<file path="config.mk">
export PLATFORM = sky130hd
export DESIGN_NAME = classify_chain_type
export DESIGN_NICKNAME = d
export VERILOG_FILES = /design/src/rtl/cct_pkg.sv /design/src/rtl/cct_step.sv /design/src/rtl/classify_chain_type.sv
export VERILOG_INCLUDE_DIRS = /design/src /design/src/rtl
export SDC_FILE = /design/constraint.sdc
export NUM_CORES = 1
export LEC_CHECK = 0
export BUFFER_PORTS_ARGS = -buffer_cell sky130_fd_sc_hd__buf_2
export CORE_ASPECT_RATIO = 0.9
export CORE_MARGIN = 3
export CORE_UTILIZATION = 36
export CTS_BUF_LIST = sky130_fd_sc_hd__clkbuf_16
export DETAILED_ROUTE_END_ITERATION = 8
export GPL_TIMING_DRIVEN = 0
export PLACE_DENSITY = 0.52
export SETUP_SLACK_MARGIN = 0.1
export SLEW_MARGIN = 40
export SYNTH_ARGS = -nofsm -noshare
export SYNTH_HDL_FRONTEND = slang
export SYNTH_HIERARCHICAL = 1
export SYNTH_SLANG_ARGS = --single-unit
</file>
<file path="constraint.sdc">
create_clock -name clock -period 9.85 [get_ports clock]
set_input_delay 0.4925 -clock clock [delete_from_list [all_inputs] [get_ports clock]]
set_output_delay 0.4925 -clock clock [all_outputs]
set_load 0.01 [all_outputs]
</file>
<file path="src/rtl/classify_chain_type_defines.svh">
// ----------------------------------------------------------------------------
// Chain classifier assertion macros
// Shared concurrent assertion forms for the chain classifier RTL.
// ----------------------------------------------------------------------------
`ifndef CLASSIFY_CHAIN_TYPE_DEFINES_SVH
`define CLASSIFY_CHAIN_TYPE_DEFINES_SVH

// same-cycle implication
`define CCT_ASSERT_NOW(lbl, clk, rst, ante, cons, msg) \
   lbl: assert property (@(posedge clk) disable iff (rst) (ante) |-> (cons)) \
      else $error(msg);

// next-cycle implication
`define CCT_ASSERT_NEXT(lbl, clk, rst, ante, cons, msg) \
   lbl: assert property (@(posedge clk) disable iff (rst) (ante) |=> (cons)) \
      else $error(msg);

`endif

</file>
<file path="src/rtl/cct_pkg.sv">
// ----------------------------------------------------------------------------
// Chain classifier package
// Class codes, residue name constants, CSR map and shared types.
// ----------------------------------------------------------------------------
package cct_pkg;

   localparam int CountWidthDefault = 16;
   localparam int TotalWidth        = 16;
   localparam int CsrIndexWidth     = 2;
   localparam int CsrDataWidth      = 16;
   localparam int NameWidth         = 24;

   // CSR indexes
   localparam logic [CsrIndexWidth-1:0] CsrCountPeptides   = 2'd0;
   localparam logic [CsrIndexWidth-1:0] CsrCountNonstd     = 2'd1;
   localparam logic [CsrIndexWidth-1:0] CsrPeptideLimit    = 2'd2;
   localparam logic [CsrIndexWidth-1:0] CsrUnknownPctLimit = 2'd3;

   // CSR reset values
   localparam logic [15:0] PeptideLimitReset    = 16'd30;
   localparam logic [6:0]  UnknownPctLimitReset = 7'd25;
   localparam logic [7:0]  PercentScale         = 8'd100;

   // residue names, first character in the top byte
   localparam logic [NameWidth-1:0] NameA  = "  A";
   localparam logic [NameWidth-1:0] NameC  = "  C";
   localparam logic [NameWidth-1:0] NameI  = "  I";
   localparam logic [NameWidth-1:0] NameG  = "  G";
   localparam logic [NameWidth-1:0] NameU  = "  U";
   localparam logic [NameWidth-1:0] NameIU = " IU";
   localparam logic [NameWidth-1:0] NameDA = " DA";
   localparam logic [NameWidth-1:0] NameDT = " DT";
   localparam logic [NameWidth-1:0] NameT  = "  T";
   localparam logic [NameWidth-1:0] NameDC = " DC";
   localparam logic [NameWidth-1:0] NameDI = " DI";
   localparam logic [NameWidth-1:0] NameDG = " DG";

   typedef enum logic [2:0] {
      CLASS_UNDEF   = 3'd0,
      CLASS_RNA     = 3'd1,
      CLASS_DNA     = 3'd2,
      CLASS_PROTEIN = 3'd3,
      CLASS_HYBRID  = 3'd4,
      CLASS_PEPTIDE = 3'd5,
      CLASS_NONSTD  = 3'd6
   } chain_class_type;

   typedef enum logic [1:0] {
      GROUP_BASE   = 2'd0,  // A C I G
      GROUP_URACIL = 2'd1,  // U IU
      GROUP_DEOXY  = 2'd2,  // DNA nucleotides
      GROUP_OTHER  = 2'd3
   } res_group_type;

   typedef struct packed {
      chain_class_type running_class;
      logic            seen_uracil;
   } chain_state_type;

   typedef struct packed {
      logic        count_peptides;
      logic        count_nonstandard;
      logic [15:0] peptide_length_limit;
      logic [6:0]  unknown_percent_limit;
   } cfg_type;

endpackage

</file>
<file path="src/rtl/cct_step.sv">
// ----------------------------------------------------------------------------
// Chain classifier step
// Per-residue class/count update and end-of-chain result decision.
// ----------------------------------------------------------------------------
module cct_step #(
   parameter int CountWidth = cct_pkg::CountWidthDefault
) (
   input  cct_pkg::chain_state_type             state_cur,
   input  logic [CountWidth-1:0]                residue_cur,
   input  logic [CountWidth-1:0]                unknown_cur,
   input  logic [cct_pkg::NameWidth-1:0]        residue_name,
   input  logic                                 unknown_residue,
   input  logic                                 last_residue,
   input  cct_pkg::cfg_type                     cfg,
   output cct_pkg::chain_state_type             state_next,
   output logic [CountWidth-1:0]                residue_next,
   output logic [CountWidth-1:0]                unknown_next,
   output cct_pkg::chain_class_type             result_class,
   output logic [cct_pkg::TotalWidth-1:0]       result_total
);

   localparam int ProdWidth = CountWidth + 8;
   localparam int CmpWidth  = (CountWidth > cct_pkg::TotalWidth) ?
                              CountWidth : cct_pkg::TotalWidth;

   cct_pkg::res_group_type   group;
   cct_pkg::chain_class_type cls_upd;
   logic                     uracil_upd;
   logic [CountWidth-1:0]    residue_upd;
   logic [CountWidth-1:0]    unknown_upd;
   logic [ProdWidth-1:0]     unknown_scaled;
   logic [ProdWidth-1:0]     residue_scaled;
   logic [7:0]               limit_plus1;
   logic [CmpWidth-1:0]      residue_wide;

   always_comb begin
      unique case (residue_name) inside
         cct_pkg::NameA, cct_pkg::NameC, cct_pkg::NameI, cct_pkg::NameG:
            group = cct_pkg::GROUP_BASE;
         cct_pkg::NameU, cct_pkg::NameIU:
            group = cct_pkg::GROUP_URACIL;
         cct_pkg::NameDA, cct_pkg::NameDT, cct_pkg::NameT,
         cct_pkg::NameDC, cct_pkg::NameDI, cct_pkg::NameDG:
            group = cct_pkg::GROUP_DEOXY;
         default:
            group = cct_pkg::GROUP_OTHER;
      endcase
   end

   always_comb begin
      cls_upd    = state_cur.running_class;
      uracil_upd = state_cur.seen_uracil;
      case (group)
         cct_pkg::GROUP_BASE: begin
            if (state_cur.running_class == cct_pkg::CLASS_UNDEF) begin
               cls_upd = cct_pkg::CLASS_RNA;
            end else if (state_cur.running_class == cct_pkg::CLASS_PROTEIN) begin
               cls_upd = cct_pkg::CLASS_HYBRID;
            end
         end
         cct_pkg::GROUP_URACIL: begin
            uracil_upd = 1'b1;
            if (state_cur.running_class == cct_pkg::CLASS_UNDEF) begin
               cls_upd = cct_pkg::CLASS_RNA;
            end else if (state_cur.running_class == cct_pkg::CLASS_DNA ||
                         state_cur.running_class == cct_pkg::CLASS_PROTEIN) begin
               cls_upd = cct_pkg::CLASS_HYBRID;
            end
         end
         cct_pkg::GROUP_DEOXY: begin
            if (state_cur.running_class == cct_pkg::CLASS_UNDEF ||
                state_cur.running_class == cct_pkg::CLASS_RNA) begin
               cls_upd = state_cur.seen_uracil ? cct_pkg::CLASS_HYBRID :
                                                 cct_pkg::CLASS_DNA;
            end else if (state_cur.running_class != cct_pkg::CLASS_DNA) begin
               cls_upd = cct_pkg::CLASS_HYBRID;
            end
         end
         default: begin
            if (state_cur.running_class == cct_pkg::CLASS_UNDEF) begin
               cls_upd = cct_pkg::CLASS_PROTEIN;
            end else if (state_cur.running_class != cct_pkg::CLASS_PROTEIN) begin
               cls_upd = cct_pkg::CLASS_HYBRID;
            end
         end
      endcase
   end

   // saturating counts
   assign residue_upd = (residue_cur == '1) ? residue_cur : residue_cur + 1'b1;
   assign unknown_upd = (unknown_residue && unknown_cur != '1) ?
                        unknown_cur + 1'b1 : unknown_cur;

   // floor(100*unk/res) > limit  <=>  100*unk >= (limit+1)*res
   assign limit_plus1    = {1'b0, cfg.unknown_percent_limit} + 8'd1;
   assign unknown_scaled = ProdWidth'(unknown_upd) * ProdWidth'(cct_pkg::PercentScale);
   assign residue_scaled = ProdWidth'(residue_upd) * ProdWidth'(limit_plus1);
   assign residue_wide   = CmpWidth'(residue_upd);

   always_comb begin
      result_class = cls_upd;
      if (cfg.count_peptides && cls_upd == cct_pkg::CLASS_PROTEIN &&
          residue_wide < CmpWidth'(cfg.peptide_length_limit)) begin
         result_class = cct_pkg::CLASS_PEPTIDE;
      end
      if (cfg.count_nonstandard && unknown_scaled >= residue_scaled) begin
         result_class = cct_pkg::CLASS_NONSTD;
      end
      if (residue_wide > CmpWidth'({cct_pkg::TotalWidth{1'b1}})) begin
         result_total = '1;
      end else begin
         result_total = residue_wide[cct_pkg::TotalWidth-1:0];
      end
   end

   // the last residue leaves a clean slate for the next chain
   always_comb begin
      if (last_residue) begin
         state_next.running_class = cct_pkg::CLASS_UNDEF;
         state_next.seen_uracil   = 1'b0;
         residue_next             = '0;
         unknown_next             = '0;
      end else begin
         state_next.running_class = cls_upd;
         state_next.seen_uracil   = uracil_upd;
         residue_next             = residue_upd;
         unknown_next             = unknown_upd;
      end
   end

endmodule

</file>
<file path="src/rtl/classify_chain_type.sv">
// ----------------------------------------------------------------------------
// Chain type classifier
// One residue per request on req_*; on the residue marked last, one result
// (chain class, residue total) goes out on rsp_*. Non-last residues give none.
// Each accepted request sits in an input register; from there the running
// class/counts update and, for a last residue, the result register loads
// and drives rsp_valid. Throughput: one request per clock while req_stall
// is low, bound by the class/count update loop.
// A stalled result blocks only a following last residue; other residues
// keep flowing while the result waits. req_stall rises when the input
// register holds a last residue that cannot move into a full result register.
// csr_* writes the mode bits and limits; write only while idle.
// Synchronous reset empties both registers, clears the chain state and
// restores the CSR defaults (peptide limit 30, unknown limit 25 percent).
// ----------------------------------------------------------------------------
`include "classify_chain_type_defines.svh"

module classify_chain_type #(
   parameter int CountWidth = cct_pkg::CountWidthDefault
) (
   input  logic                               clock,
   input  logic                               reset,
   // request channel
   input  logic                               req_valid,
   output logic                               req_stall,
   input  logic [cct_pkg::NameWidth-1:0]      req_residue_name,
   input  logic                               req_unknown_residue,
   input  logic                               req_last_residue,
   // result channel
   output logic                               rsp_valid,
   input  logic                               rsp_stall,
   output logic [2:0]                         rsp_chain_class,
   output logic [cct_pkg::TotalWidth-1:0]     rsp_residue_total,
   // CSR write port
   input  logic                               csr_write,
   input  logic [cct_pkg::CsrIndexWidth-1:0]  csr_index,
   input  logic [cct_pkg::CsrDataWidth-1:0]   csr_wdata
);

   // CSRs
   cct_pkg::cfg_type cfg_ff, cfg_in;

   // input register
   logic                          s1_valid_ff, s1_valid_in;
   logic [cct_pkg::NameWidth-1:0] s1_name_ff;
   logic                          s1_unknown_ff;
   logic                          s1_last_ff;

   // chain state
   cct_pkg::chain_state_type state_ff, state_in;
   logic [CountWidth-1:0]    residue_cnt_ff, residue_cnt_in;
   logic [CountWidth-1:0]    unknown_cnt_ff, unknown_cnt_in;

   // result register
   logic                            rsp_valid_ff, rsp_valid_in;
   cct_pkg::chain_class_type        rsp_class_ff;
   logic [cct_pkg::TotalWidth-1:0]  rsp_total_ff;

   cct_pkg::chain_class_type        step_class;
   logic [cct_pkg::TotalWidth-1:0]  step_total;

   logic req_accept;
   logic s1_adv;      // input register item is processed this cycle
   logic s1_emit;     // ... and it produces a result

   // a last residue may only move on when the result register has room
   assign s1_adv    = s1_valid_ff && !(s1_last_ff && rsp_valid_ff && rsp_stall);
   assign s1_emit   = s1_adv && s1_last_ff;
   assign req_stall = s1_valid_ff && !s1_adv;
   assign req_accept = req_valid && !req_stall;

   // CSR decode
   always_comb begin
      cfg_in = cfg_ff;
      if (csr_write) begin
         unique case (csr_index)
            cct_pkg::CsrCountPeptides:   cfg_in.count_peptides = csr_wdata[0];
            cct_pkg::CsrCountNonstd:     cfg_in.count_nonstandard = csr_wdata[0];
            cct_pkg::CsrPeptideLimit:    cfg_in.peptide_length_limit = csr_wdata;
            cct_pkg::CsrUnknownPctLimit: cfg_in.unknown_percent_limit = csr_wdata[6:0];
            default: ;
         endcase
      end
   end

   always_ff @(posedge clock) begin
      if (reset) begin
         cfg_ff.count_peptides        <= 1'b0;
         cfg_ff.count_nonstandard     <= 1'b0;
         cfg_ff.peptide_length_limit  <= cct_pkg::PeptideLimitReset;
         cfg_ff.unknown_percent_limit <= cct_pkg::UnknownPctLimitReset;
      end else begin
         cfg_ff <= cfg_in;
      end
   end

   // input register
   always_comb begin
      if (req_accept) begin
         s1_valid_in = 1'b1;
      end else if (s1_adv) begin
         s1_valid_in = 1'b0;
      end else begin
         s1_valid_in = s1_valid_ff;
      end
   end

   always_ff @(posedge clock) begin
      if (reset) begin
         s1_valid_ff <= 1'b0;
      end else begin
         s1_valid_ff <= s1_valid_in;
      end
   end

   always_ff @(posedge clock) begin
      if (req_accept) begin
         s1_name_ff    <= req_residue_name;
         s1_unknown_ff <= req_unknown_residue;
         s1_last_ff    <= req_last_residue;
      end
   end

   // class and count update
   cct_step #(
      .CountWidth (CountWidth)
   ) u_step (
      .state_cur       (state_ff),
      .residue_cur     (residue_cnt_ff),
      .unknown_cur     (unknown_cnt_ff),
      .residue_name    (s1_name_ff),
      .unknown_residue (s1_unknown_ff),
      .last_residue    (s1_last_ff),
      .cfg             (cfg_ff),
      .state_next      (state_in),
      .residue_next    (residue_cnt_in),
      .unknown_next    (unknown_cnt_in),
      .result_class    (step_class),
      .result_total    (step_total)
   );

   always_ff @(posedge clock) begin
      if (reset) begin
         state_ff.running_class <= cct_pkg::CLASS_UNDEF;
         state_ff.seen_uracil   <= 1'b0;
         residue_cnt_ff         <= '0;
         unknown_cnt_ff         <= '0;
      end else if (s1_adv) begin
         state_ff       <= state_in;
         residue_cnt_ff <= residue_cnt_in;
         unknown_cnt_ff <= unknown_cnt_in;
      end
   end

   // result register
   always_comb begin
      if (s1_emit) begin
         rsp_valid_in = 1'b1;
      end else if (rsp_valid_ff && !rsp_stall) begin
         rsp_valid_in = 1'b0;
      end else begin
         rsp_valid_in = rsp_valid_ff;
      end
   end

   always_ff @(posedge clock) begin
      if (reset) begin
         rsp_valid_ff <= 1'b0;
      end else begin
         rsp_valid_ff <= rsp_valid_in;
      end
   end

   always_ff @(posedge clock) begin
      if (s1_emit) begin
         rsp_class_ff <= step_class;
         rsp_total_ff <= step_total;
      end
   end

   assign rsp_valid         = rsp_valid_ff;
   assign rsp_chain_class   = rsp_class_ff;
   assign rsp_residue_total = rsp_total_ff;

   // checks
   `CCT_ASSERT_NEXT(a_emit_loads_rsp, clock, reset, s1_emit, rsp_valid_ff,
      "last residue did not produce a result")
   `CCT_ASSERT_NEXT(a_chain_cleared, clock, reset, s1_emit,
      residue_cnt_ff == '0 && unknown_cnt_ff == '0 &&
      state_ff.running_class == cct_pkg::CLASS_UNDEF && !state_ff.seen_uracil,
      "chain state not cleared after last residue")
   `CCT_ASSERT_NOW(a_unknown_le_total, clock, reset, 1'b1,
      unknown_cnt_ff <= residue_cnt_ff, "unknown count exceeds residue count")
   `CCT_ASSERT_NOW(a_total_nonzero, clock, reset, rsp_valid_ff,
      rsp_total_ff != '0, "result with zero residue total")

endmodule
</file>
==> results of run 1 <==
[state kept, by name, summed over array words and instances, names as in the netlist]
signal             count
rsp_valid              1
cfg_ff                25
s1_name_ff            24
residue_cnt_ff        16
state_ff               4
s1_last_ff             1
rsp_residue_total     16
rsp_chain_class        3
s1_unknown_ff          1
unknown_cnt_ff        16
s1_valid_ff            1
[where the power goes]
part / switching, uW / internal [uW] / total (uW)
Clock: 182 / 178 / 360
Sequential: 9.88 / 479 / 489
Combinational: 66.5 / 46.7 / 113
Total: 259 / 704 / 962
[cells by family after synthesis]
logic type                 after synthesis
AOI/OAI and AO/OA                      163
xor gates and xnor gates                55
adders and majority gates              230
buffers and inverters                  250
DFF                                    108
muxes                                   42
and+or+nand+nor                        518
[layer usage]
layer | vias up | routed length [um]
li1 | 4701 | -
met4 | 0 | 260
met3 | 16 | 1010
met5 | - | 0
met1 | 4521 | 14700
met2 | 137 | 13100
[timing repair]
item	4_1_cts	5_1_grt
resized for setup	0	8
setup buffers	0	5
endpoints found under the setup margin	0	1
[stage by stage]
| step | instance area (um2) | hold slack (ns) |
|---|---|---|
| 4_1_cts | 13100 | 0.295 |
| 6_report | 13200 | 0.311 |
| 3_5_place_dp | 12800 | 0.450 |
| 5_1_grt | 13200 | 0.285 |
| 3_3_place_gp | 12700 | 0.447 |
| 2_1_floorplan | 11800 | 0.436 |
[area by class of cell]
class | instances | area [um2] | area share (%)
multi-input cells | 1008 | 8390 | 63.4
clock buffers | 9 | 225 | 1.70
inverters | 213 | 800 | 6.04
repair buffers | 75 | 400 | 3.03
plain buffers | 37 | 216 | 1.64
flip-flops and latches | 108 | 2610 | 19.7
clock inverters | 7 | 66.3 | 0.501
well taps | 416 | 520 | 3.93
[critical path, delay by kind of cell, from the launching register on]
family	cells	cell delay, ns
buf+inv	3	0.29
xor+xnor	1	0.61
fa+ha+maj	7	2.98
flops	1	0.43
compound gates	10	1.96
simple gates	9	2.60
[worst max path at each step]
stage / start / end / cells after the start
after CTS: residue_cnt_ff[0] / rsp_chain_class[2] / 31
after global routing: residue_cnt_ff[0] / rsp_chain_class[2] / 31
after detailed placement: residue_cnt_ff[0] / rsp_chain_class[2] / 31
final: residue_cnt_ff[0] / rsp_chain_class[2] / 30
after floorplan: residue_cnt_ff[0] / rsp_chain_class[2] / 31
after global placement: residue_cnt_ff[0] / rsp_chain_class[2] / 30
[placed cells by master (no fill, tap or decap), types with 9 or more instances in the layout]
cell type	instances
nor2b_1	10
dfxtp_1	63
xnor2_1	29
inv_1	213
nand4_1	17
nor3_1	16
nand2b_1	79
or2_2	13
a21o_1	17
fa_1	95
clkbuf_1	23
nor2_1	187
or3_1	12
edfxtp_1	45
o21a_1	11
and3_1	11
o21ai_0	29
ha_1	135
nand3b_1	11
a21oi_1	39
a31oi_1	10
xor2_1	17
clkbuf_16	9
buf_2	76
nand2_1	87
nand3_1	29
mux2i_1	38
==> results_dict.tcl, run 1 <==
set metrics [dict create \
    synth-seq-area-share_pct 22.1 \
    hold_path_class "input port to flop" \
    synth_top_area_cell "fa_1" \
    hold_viol 0 \
    p_total_uw 962 \
    hpwlAfterDp_um 23500 \
    yosys.area_share.simple_pct 21.9 \
    track_usage_pct 17.2 \
    syn_area_per_cell_um2 8.67 \
    ant_nets 0 \
    initial_utilization_pct 36.8 \
    syn_to_final_growth_pct 11.7 \
    worstSkewPairLatency_ns 0.35 \
    yosys.area_share.xor_xnor_pct 4.26 \
    fin_crit_ns 9.15 \
    wl_per_cell_um 15.5 \
    syn_inst 1366 \
    async_flop_share_pct 0 \
    crit_type "flop to flop" \
    synthDistinctLibCells 78 \
    io_pins 70 \
    end_kind "flop" \
    io_buffers 68 \
    max-slew-margin-rel_pct 47.0 \
    row_count 62 \
    synth_fp_nets 1645 \
    startpoint_type "flop" \
    synthFlopType "dfxtp_1" \
    cts.clk_slew.worst_paths_ns 0.08 \
    synth_top_area_share_pct 16.1 \
    met1_usage_pct 24.3 \
    clk_path_buf_depth 2 \
    htreeDepth 3 \
    slew_viol_final 0 \
    hold_buffers 0 \
    worst_pin_slew_ns 0.789 \
    synth_area_um2 11800 \
    fin_worst_skew_ns 0.0179 \
    r2r_start "residue_cnt_ff[0]" \
    grt_max_degree 23 \
    cts-buffers-inserted 9 \
    maxCapViolCount 0 \
    crit_top_cell "fa_1" \
    antenna_found_initial 0 \
    worst_slack_ns 0.697 \
    first_pass_iters 4 \
    vias 9375 \
    drt_iter0_drc 412 \
    yosys-top-cells-area "fa_1 16%, ha_1 14%, edfxtp_1 11%" \
    min_path_cells 1 \
    drc_errors 0 \
    wl_um 29100 \
    busiest_layer "met2" \
    synth-compound-area-share_pct 9.34 \
    synth_most_common_cell "inv_1" \
    fillers 3270 \
    rsz0062_at_grt "false" \
    n_antenna_cell 0 \
    final_cells 1873 \
    total_leakage_power_uw 0.00633 \
    setup_violations 0 \
    synth_edf_count 45 \
    timing.fmax_mhz 109 \
    core_area_um2 32200 \
    die_h_um 178 \
    root_buffer "clkbuf_16" \
    rrSetupSlack_ns 0.70 \
    peakVddDrop_mv 0.0725 \
    place_congestion 0.828 \
    status "completed" \
    met3_usage_pct 2.55 \
    cts_tree "done" \
    grtUsageMet2_pct 28.7 \
    die_w_um 197 \
    cp_max_fo 9 \
    cp_slowest_cell "or4b_2" \
    synth_top_family_by_area "adder cells" \
    ff2ff_path_depth 30 \
    post-place-cells 1852 \
    utilization_pct 41.1 \
    yosys_warnings 6 \
    muxShareOfSynthArea_pct 3.57 \
    hold_start "req_residue_name[0]" \
    grt_pass1_wl_um 48900 \
    reg2reg_to "rsp_chain_class[2]" \
    fin_crit_sh_pct 92.9 \
    fin_setup_tns_ns 0 \
    drive_above_1_share_pct 10.6 \
    cts_num_sinks 108 \
    cpPeakStageDelay_ns 0.65 \
    place_ws_ns 0.338 \
    synthAdderAreaFrac_pct 30.3 \
    hold_path_end "s1_name_ff[0]" \
    crit_arrival_ns 9.24 \
    viasPerCell 5.01 \
    p_per_area_nw_per_um2 72.7 \
    grt_pass1_vias 9627 \
    grt_overflow 0 \
    netlist_top_cells_count "213 x inv_1, 189 x nor2_1, 135 x ha_1" \
    ys_ff_latch 108 \
    nets 1731 \
    dieArea_um2 35100 \
    worstPathRequired_ns 9.94 \
]
No activity file was read; power rests on OpenSTA's default activity.
==> run 2: changes to the inputs <==
- CORE_MARGIN: 3 -> default
==> run 2 against run 1 <==
First-iteration DRC count increased by 7.8%; clock power shrank 2%; total power fell by 0.75%; global-route usage increased by 0.39 points; sequential share of layout area increased by 0.17 points; via count up 0.35%; register-to-register slack worse by 0.11 ns; worst setup slack worse by 0.11 ns; largest cell class unchanged; largest power group unchanged; highest routed layer unchanged.
==> results_dict.tcl, run 2 (synthesized netlist as in run 1, its figures left out) <==
set metrics [dict create \
    status "completed" \
    peakVddDrop_mv 0.113 \
    power.switching_uw 253 \
    startpoint_type "flop" \
    ff2ff_path_depth 30 \
    clk_path_buf_depth 2 \
    pwr-share-clk_pct 37.1 \
    fin_crit_sh_pct 94.0 \
    crit_type "flop to flop" \
    hold_viol 0 \
    place_area_um2 12800 \
    hpwlAfterDp_um 23200 \
    row_count 62 \
    cts_num_sinks 108 \
    maxCapViolCount 0 \
    fin_worst_skew_ns 0.0125 \
    max-slew-margin-rel_pct 46.3 \
    crit_arrival_ns 9.35 \
    hold_start "req_unknown_residue" \
    cp_slowest_cell "or4b_2" \
    hold_path_class "input port to flop" \
    antenna_found_initial 0 \
    syn_to_final_growth_pct 10.8 \
    crit_top_cell "fa_1" \
    cts.clk_slew.worst_paths_ns 0.08 \
    io_buffers 68 \
    cts_tree "done" \
    p_per_area_nw_per_um2 72.8 \
    reg_top3 "cfg_ff x25, s1_name_ff x24" \
    regArea_um2 2610 \
    cts-buffers-inserted 9 \
    grt_overflow 0 \
    first_pass_iters 5 \
    drc_errors 0 \
    place_congestion 0.850 \
    grt_pass1_wl_um 48100 \
    cp_max_fo 10 \
    fin_setup_tns_ns 0 \
    core_area_um2 32100 \
    nets 1726 \
    die_w_um 193 \
    grt_pass1_vias 9555 \
    end_kind "flop" \
    swShare_pct 26.5 \
    combPwrFrac_pct 11.8 \
    drt_iter0_drc 444 \
    viasPerCell 5.04 \
    final_cell_area_um2 13100 \
    rsz0062_at_grt "false" \
    fin_crit_ns 9.26 \
    final_cell_mix "214 x inv_1, 187 x nor2_1, 135 x ha_1" \
    cpPeakStageDelay_ns 0.64 \
    seqPwrFrac_pct 51.1 \
    worstSkewPairLatency_ns 0.35 \
    grt_max_degree 23 \
    drive_above_1_share_pct 10.1 \
    rrSetupSlack_ns 0.59 \
    root_buffer "clkbuf_16" \
    htreeDepth 3 \
    worst_pin_slew_ns 0.799 \
    track_usage_pct 17.6 \
    slew_viol_final 0 \
    hold_path_end "s1_unknown_ff" \
    total_leakage_power_uw 0.00629 \
    post_cts_buffers 0 \
    p_int_uw 702 \
    multi_input_area_um2 8330 \
    die_h_um 174 \
    io_pins 70 \
    worstPathRequired_ns 9.94 \
    ant_nets 0 \
    initial_utilization_pct 36.9 \
    wl_um 28800 \
    wl_per_cell_um 15.4 \
    largest_reg_flops 25 \
    dieArea_um2 33600 \
    top_register "cfg_ff" \
    vias 9408 \
    timing.fmax_mhz 108 \
    reg2reg_to "rsp_chain_class[2]" \
    min_path_cells 1 \
    setup_violations 0 \
    mostFrequentLayoutCell "inv_1" \
    fillers 3344 \
    r2r_start "residue_cnt_ff[0]" \
    n_antenna_cell 0 \
]
## run 2: cell types whose count changed in the layout (fill, tap and decap cells not counted), sizes merged
cell	change
clkinv	-3
inv	+1
buf	-5
clkinvlp	+2
## run 2: power by group through the flow
| stage | logic, uW | registers, uW | clock network [uW] |
|---|---|---|---|
| final | 113 | 488 | 354 |
| after global placement | 111 | 499 | 0 |
| after detailed placement | 113 | 499 | 0 |
| after floorplan | 75.0 | 496 | 0 |
| after global routing | 126 | 490 | 377 |
| after CTS | 114 | 489 | 363 |
## run 2: metal layers
| layer | global-route usage (%) | wire length [um] |
|---|---|---|
| met5 | 0 | 0 |
| met4 | 2.90 | 254 |
| met3 | 1.75 | 955 |
| met2 | 29.6 | 13100 |
| met1 | 24.8 | 14400 |
## run 2: critical path: cells and delay by family (launching register included)
family | cells | cell delay (ns)
mux | 1 | 0.60
fa+ha+maj | 7 | 2.93
buf+inv | 4 | 0.35
compound gates | 10 | 1.92
flops | 1 | 0.44
simple gates | 8 | 2.78
## run 2: worst max path at each step
stage	startpoint	endpoint	slack (ns)	cells after the start
after floorplan	residue_cnt_ff[0]	rsp_chain_class[2]	1.64	31
after global placement	residue_cnt_ff[0]	rsp_chain_class[2]	0.35	30
after detailed placement	residue_cnt_ff[0]	rsp_chain_class[2]	0.44	31
after CTS	residue_cnt_ff[0]	rsp_chain_class[2]	0.42	31
after global routing	residue_cnt_ff[0]	rsp_chain_class[2]	0.11	30
final	residue_cnt_ff[0]	rsp_chain_class[2]	0.59	30
## run 2: through the flow
stage | power [uW] | hold WS, ns | std cells | utilization, % | setup slack, ns
global placement | 610 | 0.447 | 1850 | 39.6 | 0.351
floorplan | 571 | 0.436 | 1366 | - | 1.64
global route | 994 | 0.302 | 1868 | 40.9 | 0.112
detailed placement | 612 | 0.456 | 1852 | 39.9 | 0.438
finish | 955 | 0.313 | 1868 | 40.9 | 0.590
CTS | 965 | 0.305 | 1868 | 40.8 | 0.416
## run 2: final cells by class
class                      count  area share [%]
sequential                   108            19.9
clock buffer                   9            1.72
multi-input combinational   1008            63.5
tap                          416            3.97
inverter                     213            6.09
buffer                        37            1.65
timing repair buffer          70            2.77
clock inverter                 7           0.448
## run 2: timing repair
| item | CTS | global route |
|---|---|---|
| endpoints found under the hold margin | 0 | 0 |
| resized for setup | 0 | 2 |
| hold buffers | 0 | 0 |
| endpoints found under the setup margin | 0 | 1 |
==> run 3: changes to the inputs <==
- CAP_MARGIN: default -> 15
- MAX_ROUTING_LAYER: default -> met4
==> run 3 against run 2 <==
Sequential share of layout area unchanged; final cell count unchanged; critical path depth unchanged; via count about the same; fmax decreased by 0.33%; critical path type unchanged.
==> results_dict.tcl, run 3 (synthesized netlist as in run 1, its figures left out) <==
set metrics [dict create \
    status "completed" \
    cts_tree "done" \
    ctsResizeCount 0 \
    cp_max_fo 10 \
    max-slew-margin-rel_pct 45.9 \
    row_count 62 \
    fin_worst_skew_ns 0.0125 \
    cp_slowest_cell "or4b_2" \
    htreeDepth 3 \
    post_cts_buffers 0 \
    seqPwrFrac_pct 51.2 \
    vias 9406 \
    largest_reg_flops 25 \
    drc_errors 0 \
    startpoint_type "flop" \
    worstSkewPairLatency_ns 0.35 \
    total_leakage_power_uw 0.00629 \
    top_register "cfg_ff" \
    clk_path_buf_depth 2 \
    wl_um 28800 \
    crit_top_cell "fa_1" \
    core_area_um2 32100 \
    io_pins 70 \
    end_kind "flop" \
    combPwrFrac_pct 11.8 \
    cts.clk_slew.worst_paths_ns 0.08 \
    reg_top3 "cfg_ff x25, s1_name_ff x24" \
    fin_crit_sh_pct 94.3 \
    initial_utilization_pct 36.9 \
    timing.fmax_mhz 108 \
    crit_type "flop to flop" \
    cts_num_sinks 108 \
    fin_crit_ns 9.29 \
    grt_max_degree 23 \
    viasPerCell 5.04 \
    syn_to_final_growth_pct 10.8 \
    worstPathRequired_ns 9.94 \
    io_buffers 68 \
    drt_iter0_drc 468 \
    power.switching_uw 252 \
    grt_pass1_vias 9551 \
    hpwlAfterDp_um 23200 \
    antenna_found_initial 0 \
    drive_above_1_share_pct 10.1 \
    p_int_uw 702 \
    cpPeakStageDelay_ns 0.64 \
    n_antenna_cell 0 \
    slew_viol_final 0 \
    hold_viol 0 \
    ant_nets 0 \
    wl_per_cell_um 15.4 \
    grt_pass1_wl_um 48100 \
    first_pass_iters 5 \
    swShare_pct 26.4 \
    hold_buffers 0 \
    maxCapViolCount 0 \
    place_congestion 0.863 \
    dieArea_um2 33600 \
    grt_overflow 0 \
    worst_pin_slew_ns 0.805 \
    p_total_uw 954 \
    rsz0062_at_grt "false" \
    p_per_area_nw_per_um2 72.7 \
    fin_setup_tns_ns 0 \
    nets 1726 \
    pwr-share-clk_pct 37.0 \
    peakVddDrop_mv 0.113 \
    crit_arrival_ns 9.38 \
    cts-buffers-inserted 9 \
    die_h_um 174 \
    mostFrequentLayoutCell "inv_1" \
    hold_path_class "input port to flop" \
    track_usage_pct 18.2 \
    setup_violations 0 \
    final_cell_mix "214 x inv_1, 187 x nor2_1, 135 x ha_1" \
    die_w_um 193 \
    root_buffer "clkbuf_16" \
]
[run 3: final cells by class]
| class | count | area (um2) |
|---|---|---|
| clock inverter | 7 | 58.8 |
| timing repair buffer | 70 | 363 |
| clock buffer | 9 | 225 |
| tap | 416 | 520 |
| sequential | 108 | 2610 |
| buffer | 37 | 216 |
| fill | 3344 | 19000 |
| inverter | 213 | 800 |
| multi-input combinational | 1008 | 8330 |
[run 3: path summary, 6_finish.rpt]
kind,start,endpoint,slack [ns],cells past startpoint
setup / recovery,residue_cnt_ff[0],rsp_chain_class[2],0.56,30
hold / removal,req_unknown_residue,s1_unknown_ff,0.31,1
setup reg to reg,residue_cnt_ff[0],rsp_chain_class[2],0.56,30
hold reg to reg,cfg_ff[20],cfg_ff[20],0.47,2
[run 3: layer usage]
| layer | GRT usage (%) | vias to the layer above | wire length [um] |
|---|---|---|---|
| li1 | - | 4683 | - |
| met1 | 24.9 | 4572 | 14500 |
| met2 | 29.6 | 138 | 13100 |
| met3 | 1.65 | 13 | 906 |
| met4 | 2.90 | 0 | 249 |
| met5 | - | - | 0 |
[run 3: through the flow]
step                      std cells  utilization [%]  hold WS, ns  instance area [um2]  setup WS (ns)
after floorplan                1366                -        0.436                11800           1.64
after global placement         1850             39.6        0.447                12700          0.351
after detailed placement       1852             39.9        0.456                12800          0.438
after CTS                      1868             40.8        0.305                13100          0.416
after global routing           1868             40.9        0.302                13100          0.112
final                          1868             40.9        0.313                13100          0.560
[run 3: worst max-delay path: cells and delay by family (launching register included)]
kind                       cells  cell delay, ns
buffers and inverters          4            0.35
muxes                          1            0.61
and+or+nand+nor                8            2.78
AOI/OAI and AO/OA             10            1.92
adders and majority gates      7            2.94
DFF                            1            0.44
[run 3: power by group through the flow]
stage          Sequential (uW)  Combinational [uW]  Clock, uW
2_1_floorplan              496                75.0          0
3_3_place_gp               499                 111          0
3_5_place_dp               499                 113          0
4_1_cts                    489                 114        363
5_1_grt                    490                 126        378
6_report                   488                 113        353
